## src/rtl/riff_wave_chunk_parser_core_defines.svh

```systemverilog
// Assertion macros for the WAV chunk parser.
// Included by the top level; depends on nothing else.
`ifndef RIFF_WAVE_CHUNK_PARSER_CORE_DEFINES_SVH
`define RIFF_WAVE_CHUNK_PARSER_CORE_DEFINES_SVH
// assert that a condition implies a property on the same clock
`define RWP_ASSERT_IMPL(label, clk, rst_n, pre, post) \
  label: assert property (@(posedge clk) disable iff (!rst_n) (pre) |-> (post)) \
    else $error("assertion failed");
// assert that a condition implies a property on the following clock
`define RWP_ASSERT_NEXT(label, clk, rst_n, pre, post) \
  label: assert property (@(posedge clk) disable iff (!rst_n) (pre) |=> (post)) \
    else $error("assertion failed");
`endif

```

## src/rtl/rwp_pkg.sv

```systemverilog
// Shared types and constants for the WAV chunk parser.
// No dependencies.
package rwp_pkg;
  localparam int unsigned CountWidth = 31;
  localparam int unsigned QDepth = 4;
  localparam int unsigned QPtrW = 2;

  localparam logic [2:0] StOk     = 3'd0;
  localparam logic [2:0] StSig    = 3'd1;
  localparam logic [2:0] StLen    = 3'd2;
  localparam logic [2:0] StFmt    = 3'd3;
  localparam logic [2:0] StDupFmt = 3'd4;
  localparam logic [2:0] StNoFmt  = 3'd5;
  localparam logic [2:0] StNoData = 3'd6;

  typedef struct packed {
    logic [7:0] in_byte;
    logic       in_last;
  } in_item_t;

  typedef struct packed {
    logic        kind;
    logic [7:0]  payload;
    logic [2:0]  status;
    logic [15:0] channels;
    logic [30:0] sample_rate;
    logic [15:0] sample_bits;
    logic [30:0] sample_count;
    logic [30:0] frame_count;
    logic        run_end;
  } out_item_t;

  // front-to-back command: either a payload byte, a summary request, or both
  typedef struct packed {
    logic        has_pay;
    logic [7:0]  pay;
    logic        has_sum;
    logic [2:0]  status;
    logic [15:0] channels;
    logic [30:0] rate;
    logic [15:0] bits;
    logic [30:0] data_bytes;
  } cmd_t;
endpackage

```

## src/rtl/rwp_front.sv

```systemverilog
// Front end: walks the RIFF/WAVE byte stream and classifies each byte.
// Depends on rwp_pkg.
module rwp_front import rwp_pkg::*; (
  input  logic     clk_i,
  input  logic     rst_ni,
  input  logic     valid_i,
  input  in_item_t item_i,
  output logic     cmd_valid_o,
  output cmd_t     cmd_o
);
  localparam logic [2:0] PhRiff = 3'd0;
  localparam logic [2:0] PhSize = 3'd1;
  localparam logic [2:0] PhWave = 3'd2;
  localparam logic [2:0] PhHdr  = 3'd3;
  localparam logic [2:0] PhBody = 3'd4;
  localparam logic [2:0] PhTail = 3'd5;
  localparam logic [2:0] PhErr  = 3'd6;

  localparam logic [1:0] CkOther = 2'd0;
  localparam logic [1:0] CkFmt   = 2'd1;
  localparam logic [1:0] CkData  = 2'd2;

  logic [2:0]  phase_q, phase_d;
  logic [4:0]  pos_q, pos_d;
  logic [31:0] riff_q, riff_d;
  logic [1:0]  ck_q, ck_d;
  logic [31:0] crem_q, crem_d;
  logic [15:0] tag_q, tag_d;
  logic [15:0] ch_q, ch_d;
  logic [31:0] rate_q, rate_d;
  logic [15:0] bits_q, bits_d;
  logic [30:0] dbytes_q, dbytes_d;
  logic [2:0]  err_q, err_d;

  logic [7:0] b;
  logic [1:0] p2;
  logic [31:0] riff8;
  logic [32:0] dsum;
  logic [31:0] len;
  logic [7:0] exp_riff, exp_wave, exp_fmt, exp_data;

  assign b  = item_i.in_byte;
  assign p2 = pos_q[1:0];

  always_comb begin
    case (p2)
      2'd0: begin exp_riff = 8'h52; exp_wave = 8'h57; exp_fmt = 8'h66; exp_data = 8'h64; end
      2'd1: begin exp_riff = 8'h49; exp_wave = 8'h41; exp_fmt = 8'h6d; exp_data = 8'h61; end
      2'd2: begin exp_riff = 8'h46; exp_wave = 8'h56; exp_fmt = 8'h74; exp_data = 8'h74; end
      default: begin exp_riff = 8'h46; exp_wave = 8'h45; exp_fmt = 8'h20; exp_data = 8'h61; end
    endcase
  end

  always_comb begin
    phase_d = phase_q; pos_d = pos_q; riff_d = riff_q; ck_d = ck_q; crem_d = crem_q;
    tag_d = tag_q; ch_d = ch_q; rate_d = rate_q; bits_d = bits_q;
    dbytes_d = dbytes_q; err_d = err_q;
    riff8 = riff_q - 32'd8;
    len = crem_q;
    dsum = {2'b0, dbytes_q} + {1'b0, len};
    cmd_o = '0;
    cmd_o.pay = b;
    case (phase_q)
      PhRiff: begin
        if (b != exp_riff) begin
          err_d = StSig; phase_d = PhErr;
        end else if (pos_q == 5'd3) begin
          pos_d = '0; phase_d = PhSize;
        end else begin
          pos_d = pos_q + 5'd1;
        end
      end
      PhSize: begin
        riff_d = riff_q | ({24'd0, b} << {p2, 3'b000});
        if (pos_q == 5'd3) begin
          pos_d = '0;
          if (riff_d[31] || riff_d < 32'd4) begin
            err_d = StLen; phase_d = PhErr;
          end else begin
            phase_d = PhWave;
          end
        end else begin
          pos_d = pos_q + 5'd1;
        end
      end
      PhWave: begin
        if (b != exp_wave) begin
          err_d = StSig; phase_d = PhErr;
        end else begin
          riff_d = riff_q - 32'd1;
          if (pos_q == 5'd3) begin
            pos_d = '0; ck_d = CkOther; crem_d = '0;
            phase_d = (riff_d == 32'd0) ? PhTail : PhHdr;
          end else begin
            pos_d = pos_q + 5'd1;
          end
        end
      end
      PhHdr: begin
        if (pos_q == 5'd0 && riff_q < 32'd8) begin
          err_d = StLen; phase_d = PhErr;
        end else begin
          if (pos_q == 5'd0) begin
            ck_d = (b == 8'h66) ? CkFmt : ((b == 8'h64) ? CkData : CkOther);
          end else if (pos_q < 5'd4) begin
            if (ck_q == CkFmt && b != exp_fmt) ck_d = CkOther;
            if (ck_q == CkData && b != exp_data) ck_d = CkOther;
          end else begin
            crem_d = crem_q | ({24'd0, b} << {p2, 3'b000});
          end
          pos_d = pos_q + 5'd1;
          if (pos_q == 5'd7) begin
            len = crem_d;
            dsum = {2'b0, dbytes_q} + {1'b0, len};
            riff_d = riff8;
            pos_d = '0;
            if (len[31] || len > riff8) begin
              err_d = StLen; phase_d = PhErr;
            end else if (ck_q == CkFmt && rate_q != 32'd0) begin
              err_d = StDupFmt; phase_d = PhErr;
            end else if (ck_q == CkFmt && len < 32'd16) begin
              err_d = StFmt; phase_d = PhErr;
            end else if (ck_q == CkData && dsum[32:31] != 2'b00) begin
              err_d = StLen; phase_d = PhErr;
            end else if (len == 32'd0) begin
              ck_d = CkOther; crem_d = '0;
              phase_d = (riff8 == 32'd0) ? PhTail : PhHdr;
            end else begin
              phase_d = PhBody;
            end
          end
        end
      end
      PhBody: begin
        riff_d = riff_q - 32'd1;
        crem_d = crem_q - 32'd1;
        if (ck_q == CkFmt) begin
          if (pos_q < 5'd16) begin
            if (pos_q < 5'd2) tag_d = tag_q | ({8'd0, b} << {pos_q[0], 3'b000});
            else if (pos_q < 5'd4) ch_d = ch_q | ({8'd0, b} << {pos_q[0], 3'b000});
            else if (pos_q < 5'd8) rate_d = rate_q | ({24'd0, b} << {p2, 3'b000});
            else if (pos_q >= 5'd14) bits_d = bits_q | ({8'd0, b} << {pos_q[0], 3'b000});
            pos_d = pos_q + 5'd1;
            if (pos_q == 5'd15 && (tag_q != 16'd1 || ch_q == 16'd0 || rate_q == 32'd0
                || rate_q[31] || bits_d == 16'd0 || bits_d[2:0] != 3'd0)) begin
              err_d = StFmt; phase_d = PhErr;
            end
          end
        end else if (ck_q == CkData) begin
          cmd_o.has_pay = 1'b1;
          dbytes_d = dbytes_q + 31'd1;
        end
        if (phase_d == PhBody && crem_d == 32'd0) begin
          pos_d = '0; ck_d = CkOther; crem_d = '0;
          phase_d = (riff_d == 32'd0) ? PhTail : PhHdr;
        end
      end
      default: ;
    endcase
    if (item_i.in_last) begin
      cmd_o.has_sum = 1'b1;
      cmd_o.status = err_d;
      if (err_d == StOk && phase_d != PhTail) cmd_o.status = StLen;
      else if (err_d == StOk && rate_d == 32'd0) cmd_o.status = StNoFmt;
      else if (err_d == StOk && dbytes_d == 31'd0) cmd_o.status = StNoData;
      cmd_o.channels = ch_d;
      cmd_o.rate = rate_d[30:0];
      cmd_o.bits = bits_d;
      cmd_o.data_bytes = dbytes_d;
      phase_d = PhRiff; pos_d = '0; riff_d = '0; ck_d = CkOther; crem_d = '0;
      tag_d = '0; ch_d = '0; rate_d = '0; bits_d = '0; dbytes_d = '0; err_d = StOk;
    end
  end

  assign cmd_valid_o = valid_i && (cmd_o.has_pay || cmd_o.has_sum);

  always_ff @(posedge clk_i or negedge rst_ni) begin
    if (!rst_ni) begin
      phase_q <= PhRiff; pos_q <= '0; riff_q <= '0; ck_q <= CkOther; crem_q <= '0;
      tag_q <= '0; ch_q <= '0; rate_q <= '0; bits_q <= '0; dbytes_q <= '0; err_q <= StOk;
    end else if (valid_i) begin
      phase_q <= phase_d; pos_q <= pos_d; riff_q <= riff_d; ck_q <= ck_d; crem_q <= crem_d;
      tag_q <= tag_d; ch_q <= ch_d; rate_q <= rate_d; bits_q <= bits_d;
      dbytes_q <= dbytes_d; err_q <= err_d;
    end
  end
endmodule

```

## src/rtl/rwp_cmdq.sv

```systemverilog
// Short command queue between front and back ends.
// Depends on rwp_pkg.
module rwp_cmdq import rwp_pkg::*; (
  input  logic clk_i,
  input  logic rst_ni,
  input  logic push_i,
  input  cmd_t data_i,
  output logic full_o,
  output logic empty_o,
  input  logic pop_i,
  output cmd_t data_o
);
  cmd_t mem_q [QDepth];
  logic [QPtrW-1:0] wp_q, rp_q;
  logic [QPtrW:0]   cnt_q;

  assign full_o  = (cnt_q == 3'(QDepth));
  assign empty_o = (cnt_q == '0);
  assign data_o  = mem_q[rp_q];

  always_ff @(posedge clk_i) begin
    if (push_i && !full_o) mem_q[wp_q] <= data_i;
  end

  always_ff @(posedge clk_i or negedge rst_ni) begin
    if (!rst_ni) begin
      wp_q <= '0; rp_q <= '0; cnt_q <= '0;
    end else begin
      if (push_i && !full_o) wp_q <= wp_q + 1'b1;
      if (pop_i && !empty_o) rp_q <= rp_q + 1'b1;
      cnt_q <= cnt_q + 3'(push_i && !full_o) - 3'(pop_i && !empty_o);
    end
  end
endmodule

```

## src/rtl/rwp_back.sv

```systemverilog
// Back end: emits payload items and summaries; an ok summary uses two serial divides.
// Depends on rwp_pkg.
module rwp_back import rwp_pkg::*; (
  input  logic      clk_i,
  input  logic      rst_ni,
  input  logic      cmd_empty_i,
  input  cmd_t      cmd_i,
  output logic      cmd_pop_o,
  output logic      empty_o,
  input  logic      pop_i,
  output out_item_t item_o
);
  localparam logic [1:0] SIdle = 2'd0;
  localparam logic [1:0] SDiv1 = 2'd1;
  localparam logic [1:0] SDiv2 = 2'd2;
  localparam logic [1:0] SSum  = 2'd3;

  logic [1:0]  st_q, st_d;
  logic        pay_done_q, pay_done_d;
  logic        full_q, full_d;
  out_item_t   out_q, out_d;
  logic [30:0] quo_q, quo_d;
  logic [30:0] rem_q, rem_d;
  logic [30:0] num_q, num_d;
  logic [15:0] div_q, div_d;
  logic [4:0]  cnt_q, cnt_d;
  logic [30:0] sc_q, sc_d;
  logic [31:0] trial;
  logic        out_free;
  logic        summ_ok;

  assign out_free = !full_q || pop_i;
  assign empty_o  = !full_q;
  assign item_o   = out_q;
  assign summ_ok  = (cmd_i.status == StOk);
  assign trial    = {rem_q, num_q[30]} - {16'd0, div_q};

  always_comb begin
    st_d = st_q; pay_done_d = pay_done_q; full_d = full_q && !pop_i;
    out_d = out_q; quo_d = quo_q; rem_d = rem_q; num_d = num_q;
    div_d = div_q; cnt_d = cnt_q; sc_d = sc_q;
    cmd_pop_o = 1'b0;
    case (st_q)
      SIdle: begin
        if (!cmd_empty_i && out_free) begin
          if (cmd_i.has_pay && !pay_done_q) begin
            out_d = '0;
            out_d.payload = cmd_i.pay;
            out_d.run_end = !cmd_i.has_sum;
            full_d = 1'b1;
            pay_done_d = cmd_i.has_sum;
            cmd_pop_o = !cmd_i.has_sum;
          end else begin
            pay_done_d = 1'b0;
            if (summ_ok) begin
              st_d = SDiv1;
              num_d = cmd_i.data_bytes; rem_d = '0; quo_d = '0; cnt_d = '0;
              div_d = {3'd0, cmd_i.bits[15:3]};
            end else begin
              out_d = '0;
              out_d.kind = 1'b1;
              out_d.status = cmd_i.status;
              out_d.run_end = 1'b1;
              full_d = 1'b1;
              cmd_pop_o = 1'b1;
            end
          end
        end
      end
      SDiv1, SDiv2: begin
        num_d = {num_q[29:0], 1'b0};
        if (!trial[31]) begin
          rem_d = trial[30:0]; quo_d = {quo_q[29:0], 1'b1};
        end else begin
          rem_d = {rem_q[29:0], num_q[30]}; quo_d = {quo_q[29:0], 1'b0};
        end
        cnt_d = cnt_q + 5'd1;
        if (cnt_q == 5'd30) begin
          if (st_q == SDiv1) begin
            sc_d = quo_d; num_d = quo_d;
            rem_d = '0; quo_d = '0; cnt_d = '0; div_d = cmd_i.channels;
            st_d = SDiv2;
          end else begin
            st_d = SSum;
          end
        end
      end
      SSum: begin
        if (out_free) begin
          out_d = '0;
          out_d.kind = 1'b1;
          out_d.channels = cmd_i.channels;
          out_d.sample_rate = cmd_i.rate;
          out_d.sample_bits = cmd_i.bits;
          out_d.sample_count = sc_q;
          out_d.frame_count = quo_q;
          out_d.run_end = 1'b1;
          full_d = 1'b1;
          st_d = SIdle;
          cmd_pop_o = 1'b1;
        end
      end
      default: st_d = SIdle;
    endcase
  end

  always_ff @(posedge clk_i) begin
    out_q <= out_d; quo_q <= quo_d; rem_q <= rem_d; num_q <= num_d;
    div_q <= div_d; cnt_q <= cnt_d; sc_q <= sc_d;
  end

  always_ff @(posedge clk_i or negedge rst_ni) begin
    if (!rst_ni) begin
      st_q <= SIdle; pay_done_q <= 1'b0; full_q <= 1'b0;
    end else begin
      st_q <= st_d; pay_done_q <= pay_done_d; full_q <= full_d;
    end
  end
endmodule

```

## src/rtl/riff_wave_chunk_parser_core.sv

```systemverilog
// WAV/RIFF LPCM chunk parser, byte-stream in, payload and summary items out.
// Channels: input queue (push/full, item_i = byte and last flag) and
// output queue (empty/pop, item_o). Each input byte is classified in
// the front end; a data-chunk byte becomes one payload item (kind 0) queued
// into a 4-entry command queue, so payload bytes stream at one per cycle
// while neither the queue nor the receiver stalls. The final byte (in_last)
// adds a summary item (kind 1, run_end set). A summary with ok status needs
// two bit-serial 31-step divisions in the back end; an error summary needs
// none. A payload byte is registered in the queue, then in the output register.
// full rises when the command queue fills, e.g. while the divider runs or
// the receiver stalls; the output register holds its item until popped.
// Reset clears the parser state, the queue pointers and the output full flag;
// the block then expects a new "RIFF" signature. After each summary the parser
// returns to that same state for the next file.
`include "riff_wave_chunk_parser_core_defines.svh"
module riff_wave_chunk_parser_core import rwp_pkg::*; (
  input  logic      clk_i,
  input  logic      rst_ni,
  input  logic      push,
  output logic      full,
  input  in_item_t  item_i,
  output logic      empty,
  input  logic      pop,
  output out_item_t item_o
);
  logic q_full, q_empty, q_pop, cmd_valid;
  cmd_t cmd_in, cmd_out;
  logic acc;

  assign full = q_full;
  assign acc  = push && !q_full;

  rwp_front u_front (
    .clk_i, .rst_ni, .valid_i(acc), .item_i,
    .cmd_valid_o(cmd_valid), .cmd_o(cmd_in)
  );

  rwp_cmdq u_q (
    .clk_i, .rst_ni, .push_i(cmd_valid), .data_i(cmd_in),
    .full_o(q_full), .empty_o(q_empty), .pop_i(q_pop), .data_o(cmd_out)
  );

  rwp_back u_back (
    .clk_i, .rst_ni, .cmd_empty_i(q_empty), .cmd_i(cmd_out), .cmd_pop_o(q_pop),
    .empty_o(empty), .pop_i(pop), .item_o
  );

  `RWP_ASSERT_IMPL(a_pop_needs_cmd, clk_i, rst_ni, q_pop, !q_empty)
  `RWP_ASSERT_IMPL(a_summary_ends_run, clk_i, rst_ni, !empty && item_o.kind, item_o.run_end)
  `RWP_ASSERT_NEXT(a_hold_stalled, clk_i, rst_ni, !empty && !pop, !empty && $stable(item_o))
endmodule

```

## config.mk

```make
export PLATFORM = sky130hd
export DESIGN_NAME = riff_wave_chunk_parser_core
export DESIGN_NICKNAME = d
export VERILOG_FILES = /design/src/rtl/rwp_pkg.sv /design/src/rtl/rwp_front.sv /design/src/rtl/rwp_cmdq.sv /design/src/rtl/rwp_back.sv /design/src/rtl/riff_wave_chunk_parser_core.sv
export VERILOG_INCLUDE_DIRS = /design/src /design/src/rtl
export SDC_FILE = /design/constraint.sdc
export NUM_CORES = 2
export LEC_CHECK = 0
export BUFFER_PORTS_ARGS = -buffer_cell sky130_fd_sc_hd__buf_2
export CORE_UTILIZATION = 40
export CTS_CLUSTER_DIAMETER = 150
export DETAILED_ROUTE_END_ITERATION = 6
export PLACE_DENSITY = 0.51
export SYNTH_ARGS = -nofsm -noshare
export SYNTH_HDL_FRONTEND = slang
export SYNTH_SLANG_ARGS = --single-unit
```

## constraint.sdc

```tcl
create_clock -name clk_i -period 19 [get_ports clk_i]
set_input_delay 2.85 -clock clk_i [delete_from_list [all_inputs] [get_ports clk_i]]
set_output_delay 2.85 -clock clk_i [all_outputs]
set_load 0.03 [all_outputs]
```

==> results.toml <==
[status]
run_status = "finished, final reports clean"

[synthesis]
synth-main-ff-cell = "sky130_fd_sc_hd__edfxtp_1"
post_synthesis_area_per_instance_um2 = 12.06
netlist.top_cell.by_area = "sky130_fd_sc_hd__edfxtp_1"
synth_warnings = 0
netlist_instances = 3630
syn-num-nets = 3746
mappedNetlistArea_mm2 = 0.04377
synthTopCellsByArea = "sky130_fd_sc_hd__edfxtp_1 (49%), sky130_fd_sc_hd__dfrtp_1 (11%), sky130_fd_sc_hd__mux4_2 (5.5%)"
synth_enable_flop_cells = 711
yosys.cell_types.count = 94
ys_ff_latch = 910
synth_seq_area_share_pct = 60.16
postSynth.asyncResetShare_pct = 21.87
synth.top_cell.area_share_pct = 48.78

[grt]
grt_antenna_before_repair = 7
global_route_wire_length_before_repair_um = 210200
grt_start_max_net_pins = 82
global_route.usage.total_pct = 25.60
grt_overflow = 0
grt_pass1_vias = 30030

[place]
routability_cong = 0.9967
dp_hpwl_um = 99230
post-place-ws_ns = 11.37
port-buffer-count = 152

[layout]
multi_input_area_mm2 = 0.01634
area.sequential_mm2 = 0.02634
most-common-layout-cells = "sky130_fd_sc_hd__edfxtp_1 (711), sky130_fd_sc_hd__nor2_1 (361), sky130_fd_sc_hd__nand2_1 (306), sky130_fd_sc_hd__o21ai_0 (207), sky130_fd_sc_hd__dfrtp_1 (196)"
layout_commonest_cell = "sky130_fd_sc_hd__edfxtp_1"
fillCellCount = 9923
layout.nets = 3838
area.growth.synth_to_final_pct = 12.49
drive_gt1_share_pct = 14.30

[worst_setup_path]
end_kind = "flop"
cp_data_required_time_ns = 19.36
crit_fanout = 31
ff2ff_setup_slack_ns = 12.68
reg2reg_from = "u_front.riff_q[3]$_DFFE_PN0P_"
timing.reg2reg.worst_path_depth = 17
critical_path_launch_point = "item_i[5]"
setup.worst_path.start_class = "input port"
cp-endpoint = "u_q.mem_q[1][94]$_DFFE_PP_"
worstPathArrival_ns = 7.43
criticalPathCategory = "input port to flop"
r2r_end = "u_q.mem_q[1][94]$_DFFE_PP_"

[pwr]
cellLeakagePower_nw = 18.22
power_per_cell_area_mw_per_mm2 = 170.9
vdd_drop_max_mv = 0.09255

[die]
chipHeight_um = 332.8
placeableCoreArea_mm2 = 0.1078
die_area_mm2 = 0.1107
floorplan.rows = 120
die-width_um = 332.8
io-pin-count = 153
floorplan.initialDensity_pct = 40.60

[sta]
skew_ns = 0.06113
fin_tns_setup_ns = 0
finalSetupViolations = 0
timing.final.hold_violations = 0
worstMarginPinSlew_ns = 1.208
max-slew-margin-rel_pct = 19.19
max_freq_mhz = 141.6
fin_crit_ns = 7.062
final_min_period_over_clock_period_pct = 37.17
final-max-slew-violation-count = 0
setup_repair_after_global_routing_missed_its_margin = "false"
layout_setup_ws_ns = 11.94

[job]
timing.max_cap.violations = 0

[clock_network]
cts-root-to-sink-buffers = 3
count_of_hold_buffers_inserted_by_post_cts_repair = 0
worstSkewPairLatency_ns = 0.71
clkSinkCount = 910
cts.repair.resized = 0
cts.root.buffer_cell = "sky130_fd_sc_hd__clkbuf_16"
cts_tree = "built"
postCtsSetupBuffers = 0
ctsHtreeMaxLevel = 3
cts_made_buffers = 100
worst_setup_hold_path_clk_slew_ns = 0.06

[routing]
routed_wirelength_um = 142500
num_vias = 30760
final_antenna_net_count = 0
detail_route.iter0.violations = 3012
detailedRoute.firstPassIterationCount = 6
route.detailed.vias_per_inst = 5.900
route.detailed.drc = 0
route.detailed.wl_per_inst_um = 27.32

[min_path]
hold_path_class = "flop to flop"
timing.hold.worst_path_depth = 1
==> worst min-delay path by stage <==
stage | from | end | slack [ns]
detailed placement | u_q.cnt_q[2]$_DFF_PN0_ | u_q.cnt_q[2]$_DFF_PN0_ | 0.48
floorplan | u_front.tag_q[9]$_DFFE_PN0P_ | u_front.tag_q[9]$_DFFE_PN0P_ | 0.45
global route | u_front.tag_q[9]$_DFFE_PN0P_ | u_front.tag_q[9]$_DFFE_PN0P_ | 0.50
CTS | u_front.tag_q[9]$_DFFE_PN0P_ | u_front.tag_q[9]$_DFFE_PN0P_ | 0.49
finish | u_q.cnt_q[2]$_DFF_PN0_ | u_q.cnt_q[2]$_DFF_PN0_ | 0.49
global placement | u_front.tag_q[9]$_DFFE_PN0P_ | u_front.tag_q[9]$_DFFE_PN0P_ | 0.47
==> registers in the layout, summed over array words and instances (netlist names), 3 cells and up <==
register / cells
u_back.rem_q: 31
u_front.ch_q: 16
u_back.div_q: 16
u_front.tag_q: 16
u_front.dbytes_q: 31
u_back.quo_q: 31
u_back.cnt_q: 5
u_back.num_q: 31
u_q.mem_q: 428
u_q.cnt_q: 3
u_back.sc_q: 31
u_front.phase_q: 3
u_front.rate_q: 32
u_front.riff_q: 32
u_front.crem_q: 32
u_front.err_q: 3
u_front.bits_q: 16
u_front.pos_q: 5
u_back.item_o: 138
==> layout make-up <==
type,instances,area share [%]
Timing Repair Buffer,231,2.772
Inverter,71,0.5438
Tap cell,1403,3.565
Antenna cell,6,0.03049
Clock inverter,54,0.9834
Clock buffer,131,5.420
Multi-Input combinational cell,2408,33.19
Sequential cell,910,53.49
==> power by group <==
group          internal (mW)  total, mW  switching, mW  leakage, nW
clock                   1.05       1.87          0.823         1.52
sequential              2.73       3.07          0.338         9.42
combinational           1.14       3.47           2.33         7.28
total                   4.92       8.41           3.49         18.2
==> stage by stage <==
step | instance area, um^2 | cells | total power, mW | hold slack, ns | utilization (%)
2_1_floorplan | 43770 | 3630 | 5.347 | 0.4539 | -
5_1_grt | 49220 | 5208 | 8.841 | 0.5042 | 45.66
3_5_place_dp | 46070 | 5023 | 6.549 | 0.4781 | 42.73
4_1_cts | 49220 | 5208 | 8.442 | 0.4907 | 45.66
6_report | 49240 | 5214 | 8.414 | 0.4863 | 45.67
3_3_place_gp | 46070 | 5023 | 6.564 | 0.4664 | 42.73
==> synthesized netlist by cell type, drive strengths merged (15+ instances only) <==
library cell and count:
edfxtp 711, nor2 367, nand2 307, o21ai 227
clkbuf 202, dfrtp 199, a21oi 180, and2 176
mux4 107, ha 101, a31oi 78, nor3 77
inv 70, xnor2 65, nor4 64, nand3 59
nand4 54, xor2 41, buf 39, o31ai 36
mux2i 34, nor2b 33, o21a 33, or3 29
or4 26, a22o 25, o21bai 23, and3 21
nor3b 18, nand2b 17, o22ai 17, a21o 15
o22a 15
==> layer usage <==
metal  wire length (um)  vias up  GRT usage, %
met5                 31        -             0
met4               5174        4         9.040
met3               8605      255         4.139
met2              63440     1120         38.86
met1              65200    15580         37.08
li1                   -    13810             -
==> critical path: stages <==
cell and delay, ns:
sky130_fd_sc_hd__buf_2 0.08, sky130_fd_sc_hd__buf_4 0.39, sky130_fd_sc_hd__nand2_1 0.19, sky130_fd_sc_hd__o21ai_0 0.46, sky130_fd_sc_hd__ha_1 0.34, sky130_fd_sc_hd__a21oi_1 0.14, sky130_fd_sc_hd__o21ai_0 0.21, sky130_fd_sc_hd__a2111oi_0 0.51
sky130_fd_sc_hd__o211a_1 0.23, sky130_fd_sc_hd__a31oi_1 0.26, sky130_fd_sc_hd__or4b_1 0.58, sky130_fd_sc_hd__a211oi_1 0.32, sky130_fd_sc_hd__nor2_1 0.15, sky130_fd_sc_hd__o41ai_1 0.68
==> logic make-up (layout without fill, tap and decap cells) <==
group	Yosys count	in the layout	share of synthesized area [%]
simple gates	1301	1301	14.84
flops	910	910	60.16
compound gates	755	755	10.82
buf+inv	312	487	2.744
mux	143	143	6.335
xor+xnor	106	106	2.121
fa+ha+maj	103	103	2.979
other cells	0	6	0
Power figures use the tool's default switching activity.
